### config.mk
export PLATFORM = sky130hd
export DESIGN_NAME = fftsa_fit_unit
export DESIGN_NICKNAME = d
export VERILOG_FILES = /design/src/rtl/fftsa_pkg.sv /design/src/rtl/fftsa_fit_unit.sv
export SDC_FILE = /design/constraint.sdc
export NUM_CORES = 1
export LEC_CHECK = 0
export BUFFER_PORTS_ARGS = -buffer_cell sky130_fd_sc_hd__buf_2
export CELL_PAD_IN_SITES_DETAIL_PLACEMENT = 1
export CELL_PAD_IN_SITES_GLOBAL_PLACEMENT = 1
export CORE_AREA = 2 2 107 109
export DETAILED_ROUTE_END_ITERATION = 8
export DIE_AREA = 0 0 109 111
export PLACE_DENSITY_LB_ADDON = 0.1
export SYNTH_ARGS = -nofsm -noshare
export SYNTH_HDL_FRONTEND = slang
export SYNTH_SLANG_ARGS = --single-unit
### constraint.sdc
create_clock -name vclk -period 20.3
set_input_delay 4.06 -clock vclk [all_inputs]
set_output_delay 4.06 -clock vclk [all_outputs]
set_load 0.01 [all_outputs]
### src/rtl/fftsa_pkg.sv
package fftsa_pkg;

    localparam int NUM_CARERS    = 8;
    localparam int MAX_INTERVALS = 16;

    localparam int CARER_W  = 3;
    localparam int TIME_W   = 32;
    localparam int STATUS_W = 2;

    localparam int CIDX_W = (NUM_CARERS > 1) ? $clog2(NUM_CARERS) : 1;
    localparam int CNT_W  = $clog2(MAX_INTERVALS + 1);
    localparam int DEPTH  = NUM_CARERS * MAX_INTERVALS;
    localparam int ADDR_W = $clog2(DEPTH);
    localparam int ENTRY_W = 2 * TIME_W;

    localparam logic [TIME_W-1:0] TIME_MAX = '1;

    typedef enum logic [STATUS_W-1:0] {
        ST_OK     = 2'd0,
        ST_NOFIT  = 2'd1,
        ST_FULL   = 2'd2,
        ST_BADREQ = 2'd3
    } t_status;

    typedef struct packed {
        logic              fit;
        logic [TIME_W-1:0] slot_s;
        logic [TIME_W-1:0] slot_e;
    } t_fit_res;

    function automatic logic [ADDR_W-1:0] f_addr(input logic [CIDX_W-1:0] carer,
                                                 input logic [CNT_W-1:0]  idx);
        f_addr = ADDR_W'(32'(carer) * MAX_INTERVALS + 32'(idx));
    endfunction

endpackage

### src/rtl/fftsa_fit_unit.sv
module fftsa_fit_unit (
    input  logic [fftsa_pkg::TIME_W-1:0] i_ps,
    input  logic [fftsa_pkg::TIME_W-1:0] i_pe,
    input  logic [fftsa_pkg::TIME_W-1:0] i_ds,
    input  logic [fftsa_pkg::TIME_W-1:0] i_dur,
    output fftsa_pkg::t_fit_res          o_res
);
    import fftsa_pkg::*;

    logic [TIME_W-1:0] st;
    logic [TIME_W:0]   sum;

    always_comb begin
        st           = (i_ps > i_ds) ? i_ps : i_ds;
        sum          = {1'b0, st} + {1'b0, i_dur};
        o_res.fit    = (sum <= {1'b0, i_pe});
        o_res.slot_s = st;
        o_res.slot_e = sum[TIME_W-1:0];
    end

endmodule
==> results of run 1 <==
[routing by layer]
| metal | vias to the layer above | part of all wire [%] |
|---|---|---|
| li1 | 2210 | - |
| met1 | 1983 | 46 |
| met2 | 114 | 49 |
| met3 | 6 | 4.8 |
| met4 | 0 | 0.77 |
| met5 | - | 0 |
[power groups by stage]
stage / Clock [mW] / Sequential [mW] / Combinational, mW
after global routing: 0 / 0 / 0.292
final: 0 / 0 / 0.261
after CTS: 0 / 0 / 0.264
after detailed placement: 0 / 0 / 0.262
after floorplan: 0 / 0 / 0.174
after global placement: 0 / 0 / 0.254
[critical path: cells and delay by family]
kind	cells	cell delay, ns
xor+xnor	1	0.20
simple gates	8	2.41
buf+inv	5	0.96
mux	1	0.28
fa+ha+maj	4	1.21
compound gates	10	2.11
[synth_stat cells, types with 5 or more instances]
cell type  number  area share (%)
mux2_4         29              11
a31oi_1         7             1.1
a21o_1         27             5.2
nor3_1          7            0.90
o21a_1          6             1.2
o21ai_0        22             2.8
xnor2_1        19             4.3
nand4_1        18             2.9
nor2_1         25             2.4
nand3_1        10             1.3
nand2_1        26             2.5
o211ai_1        5            0.97
inv_1          80             7.8
o21bai_1        6             1.2
ha_1           96              31
a21oi_1        46             5.9
nand2b_1        9             1.5
a211oi_1        6             1.2
xor2_1         10             2.3
[metrics by stage]
step / total power [mW] / hold slack [ns] / worst slack (ns)
2_1_floorplan: 0.174 / 8.26 / 6.65
3_3_place_gp: 0.254 / 8.46 / 5.22
3_5_place_dp: 0.262 / 8.47 / 5.05
4_1_cts: 0.264 / 8.47 / 5.03
5_1_grt: 0.292 / 8.48 / 4.48
6_report: 0.261 / 8.46 / 4.97
[worst paths after layout]
check	cells past startpoint	start	to	slack (ns)
hold / removal	3	i_ds[31]	o_res[63]	8.46
setup / recovery	29	i_ds[31]	o_res[64]	4.97
[final cells by class]
type	instances	area share (%)
inverters	80	6.05
multi-input cells	419	70.7
well taps	143	3.60
repair buffers	194	19.6
[kinds of logic after synthesis]
kind of cell / synth area share, %
muxes: 12.4
and+or+nand+nor: 14.8
buffers and inverters: 9.27
adders and majority gates: 31.5
AOI/OAI and AO/OA: 25.5
xor gates and xnor gates: 6.56
==> qor.yml, run 1 <==
yosysSeqAreaShare_pct: 0
post_cts_buffers: 0
hold_viol: 0
drc_errors: 0
rsz0062_at_grt: "false"
switchingPower_mw: 0.146
outcome: "finished, final reports clean"
path_class: "input pin to output port"
num_antenna_cells: 0
num_vias: 4313
grtUsageMet3_pct: 1.76
synthToLayoutAreaGrowth_pct: 28.2
wirelength_um: 13800
seq_area_um2: 0
grt_pass1_vias: 4570
post-route-min-period_ns: 15.33
setup_viol: 0
netlist_area_um2: 3870
syn-num-nets: 733
overflow: 0
combinationalPowerShare_pct: 100.0
finalCritPeriodShare_pct: 75.5
crit_slowest_cell: "nor4_1"
top_usage_layer: "met2"
p_leak_nw: 2.91
use_met1_pct: 29.0
clockPowerShare_pct: 0
drtAntennaViolNets: 0
rows: 39
critical-path-max-stage-delay_ns: 0.68
final_cells: 836
seq_cells: 0
swShare_pct: 55.7
place.gp.congestion: 0.866
fin_util_pct: 44.8
cp-end-kind: "output port"
worstPathArrival_ns: 11.27
netlist-cell-type-count: 56
start_util_pct: 35.0
pin_count: 193
grt.total_usage_pct: 22.1
die_x_um: 109
grt_max_degree: 34
die_h_um: 111
slew_viol_final: 0
io_buffers: 193
yosys_warnings: 0
power.share.sequential_pct: 0
start_kind: "input pin"
nFillCells: 1453
crit_path_max_fanout: 33
vias_per_cell: 5.16
tightest_slew_ns: 0.836
core_area_um2: 11100
die-area_um2: 12100
placed_cells: 836
cpMostUsedCell: "ha_1"
setup_tns_ns: 0
internal_power_mw: 0.116
nets: 920
most-common-layout-cells: "193 x buf_2, 96 x ha_1, 80 x inv_1, 46 x a21oi_1, 29 x mux2_4"
avgRoutedWirePerCell_um: 16.5
layout_commonest_cell: "buf_2"
holdBufCountCts: 0
clock.fmax_mhz: 65.2
drt-initial-drc-count: 93
clock_buffers: 0
ir_drop_v: 0.0000196
dr.pass1.iters: 4
drive_above_1_share_pct: 34.1
cts_resized: 0
grt_first_pass_wirelength_um: 22000
crit_required_ns: 16.24
syn_inst: 508
antenna_found_initial: 0
hp-class: "input pin to output port"
grtUsageMet2_pct: 40.6
p_per_area_nw_per_um2: 52.6
multi_input_area_um2: 3510
final_area_um2: 4970
placed_area_um2: 4970
maxCapViolCount: 0
slew_headroom_pct: 43.8
synth_area_per_cell_um2: 7.62
dp_hpwl_um: 12600
Note: power is estimated with default switching activity, not from simulation.
==> run 2, diff against run 1 <==
--- a/config.mk
+++ b/config.mk
@@ -5,12 +5,13 @@
 export SDC_FILE = /design/constraint.sdc
 export NUM_CORES = 1
 export LEC_CHECK = 0
+export ABC_AREA = 1
 export BUFFER_PORTS_ARGS = -buffer_cell sky130_fd_sc_hd__buf_2
 export CELL_PAD_IN_SITES_DETAIL_PLACEMENT = 1
 export CELL_PAD_IN_SITES_GLOBAL_PLACEMENT = 1
-export CORE_AREA = 2 2 107 109
+export CORE_AREA = 2 2 116 118
 export DETAILED_ROUTE_END_ITERATION = 8
-export DIE_AREA = 0 0 109 111
+export DIE_AREA = 0 0 118 120
 export PLACE_DENSITY_LB_ADDON = 0.1
 export SYNTH_ARGS = -nofsm -noshare
 export SYNTH_HDL_FRONTEND = slang
==> constraint.sdc (replaced) <==
create_clock -name vclk -period 15.2
set_input_delay 3.04 -clock vclk [all_inputs]
set_output_delay 3.04 -clock vclk [all_outputs]
set_load 0.01 [all_outputs]
==> qor.yml, run 2 <==
drive_above_1_share_pct: 24.0  # -10 points
hold_depth: 4  # +1
post-route-min-period_ns: 11.79
start_kind: "input pin"
vias_per_cell: 4.98  # -3.4%
syn_inst: 690  # +36%
num_vias: 5224  # +21%
worstPathArrival_ns: 8.75  # -2.52 ns
start_util_pct: 31.0  # -4.0 points
drtAntennaViolNets: 0  # unchanged
syn-num-nets: 915  # +25%
synth_area_per_cell_um2: 5.83  # -23%
antenna_found_initial: 0  # unchanged
crit_path_max_fanout: 34  # +3.0%
post_cts_buffers: 0  # unchanged
holdBufCountCts: 0  # unchanged
cp-end-kind: "output port"
clock_buffers: 0  # unchanged
avgRoutedWirePerCell_um: 15.6  # -5.7%
wirelength_um: 16300  # +18%
grt_max_degree: 35  # +2.9%
die-area_um2: 14200  # +17%
netlist-cell-type-count: 39  # -30%
drt-initial-drc-count: 151  # +62%
finalCritPeriodShare_pct: 77.6
placed_area_um2: 5140  # +3.5%
slew_headroom_pct: 50.0  # +6.3 points
final_area_um2: 5140  # +3.5%
clock.fmax_mhz: 84.8
io_buffers: 193  # unchanged
dp_hpwl_um: 14900  # +18%
rsz0062_at_grt: "false"
ir_drop_v: 0.0000166  # -15%
yosys-top-cells-area: "ha_1 30%, nand2_1 17%, inv_1 10%, a21oi_1 9.5%, nand3_1 6.8%"
yosys_warnings: 0  # unchanged
seq_area_um2: 0  # unchanged
netlist_top_cells_count: "179 x nand2_1, 107 x inv_1, 96 x ha_1, 76 x a21oi_1, 55 x nand3_1"
pin_count: 193  # unchanged
grt_first_pass_wirelength_um: 26500  # +21%
rows: 42  # +7.7%
die_x_um: 118  # +8.3%
hp-class: "input pin to output port"
yosysMostFrequentCell: "nand2_1"
final_cells: 1048  # +25%
hold_viol: 0  # unchanged
layout_commonest_cell: "buf_2"
overflow: 0  # unchanged
crit_required_ns: 12.16  # -4.08 ns
critical-path-max-stage-delay_ns: 0.64  # -0.04 ns
cpMostUsedCell: "nand2_1"
die_h_um: 120  # +8.1%
setup_viol: 0  # unchanged
setup_tns_ns: 0  # unchanged
num_antenna_cells: 0  # unchanged
seq_cells: 0  # unchanged
dr.pass1.iters: 4  # unchanged
placed_cells: 1048  # +25%
p_leak_nw: 3.10  # +6.5%
synthToLayoutAreaGrowth_pct: 27.7
maxCapViolCount: 0  # unchanged
tightest_slew_ns: 0.748  # -0.0874 ns
path_class: "input pin to output port"
p_per_area_nw_per_um2: 74.4  # +41%
cts_resized: 0  # unchanged
outcome: "finished, final reports clean"
most-common-layout-cells: "193 x buf_2, 179 x nand2_1, 107 x inv_1, 96 x ha_1, 76 x a21oi_1"
crit_slowest_cell: "nand3_2"
nets: 1099  # +19%
grt_pass1_vias: 5493  # +20%
grt.total_usage_pct: 22.5  # +0.34 points
drc_errors: 0  # unchanged
yosysTopAreaCellShare_pct: 29.9  # -1.2 points
slew_viol_final: 0  # unchanged
yosysSeqAreaShare_pct: 0  # unchanged
place.gp.congestion: 0.956  # +10%
synth_area_leader_cell: "ha_1"
core_area_um2: 13000  # +17%
netlist_area_um2: 4020  # +3.9%
run 2: changes by cell type after synthesis, moves of 20 or more:
cell	before	now
a21o_1	27	5
a21oi_1	46	76
inv_1	80	107
mux2_4	29	0
nand2_1	26	179
nand3_1	10	55
nor2_1	25	45
run 2: final timing paths:
kind | from | to
min | i_ds[2] | o_res[34]
max | i_ds[31] | o_res[64]
run 2: power by group:
| group | total (mW) | switching, mW | internal (mW) |
|---|---|---|---|
| Combinational | 0.383 | 0.241 | 0.142 |
| Clock | 0 | 0 | 0 |
| Sequential | 0 | 0 | 0 |
run 2: logic make-up after synthesis:
| logic type | count (synthesis) | share of synthesized area, % |
|---|---|---|
| and+or+nand+nor | 313 | 33.9 |
| xor gates and xnor gates | 22 | 4.79 |
| adders and majority gates | 97 | 30.3 |
| buffers and inverters | 119 | 11.8 |
| AOI/OAI and AO/OA | 139 | 19.1 |
run 2: layout make-up:
type | count | area, um2
Multi-Input combinational cell | 571 | 3550
Inverter | 108 | 405
Timing Repair Buffer | 193 | 966
Fill cell | 1870 | 7840
Tap cell | 176 | 220
run 2: stage by stage:
step / setup slack (ns) / hold WS [ns] / power (mW) / utilization (%)
2_1_floorplan: 5.11 / 6.21 / 0.244 / -
3_3_place_gp: 3.63 / 6.43 / 0.374 / 39.6
3_5_place_dp: 3.37 / 6.43 / 0.384 / 39.6
4_1_cts: 3.37 / 6.43 / 0.386 / 39.6
5_1_grt: 2.78 / 6.45 / 0.433 / 39.6
6_report: 3.41 / 6.43 / 0.383 / 39.6
run 2: critical path, delay by kind of cell:
| family | cells | cell delay, ns |
|---|---|---|
| compound gates | 5 | 0.88 |
| simple gates | 16 | 3.20 |
| fa+ha+maj | 4 | 1.23 |
| buf+inv | 5 | 0.40 |
run 2: metal layers:
layer  share of wire, %  GRT usage (%)  routed length (um)  vias up
met5                  0              0                   0        -
li1                   -              -                   -     2674
met4               0.81           1.81                 133        0
met2                 47           40.2                7690      153
met1                 46           29.6                7510     2387
met3                6.2           3.56                1010       10
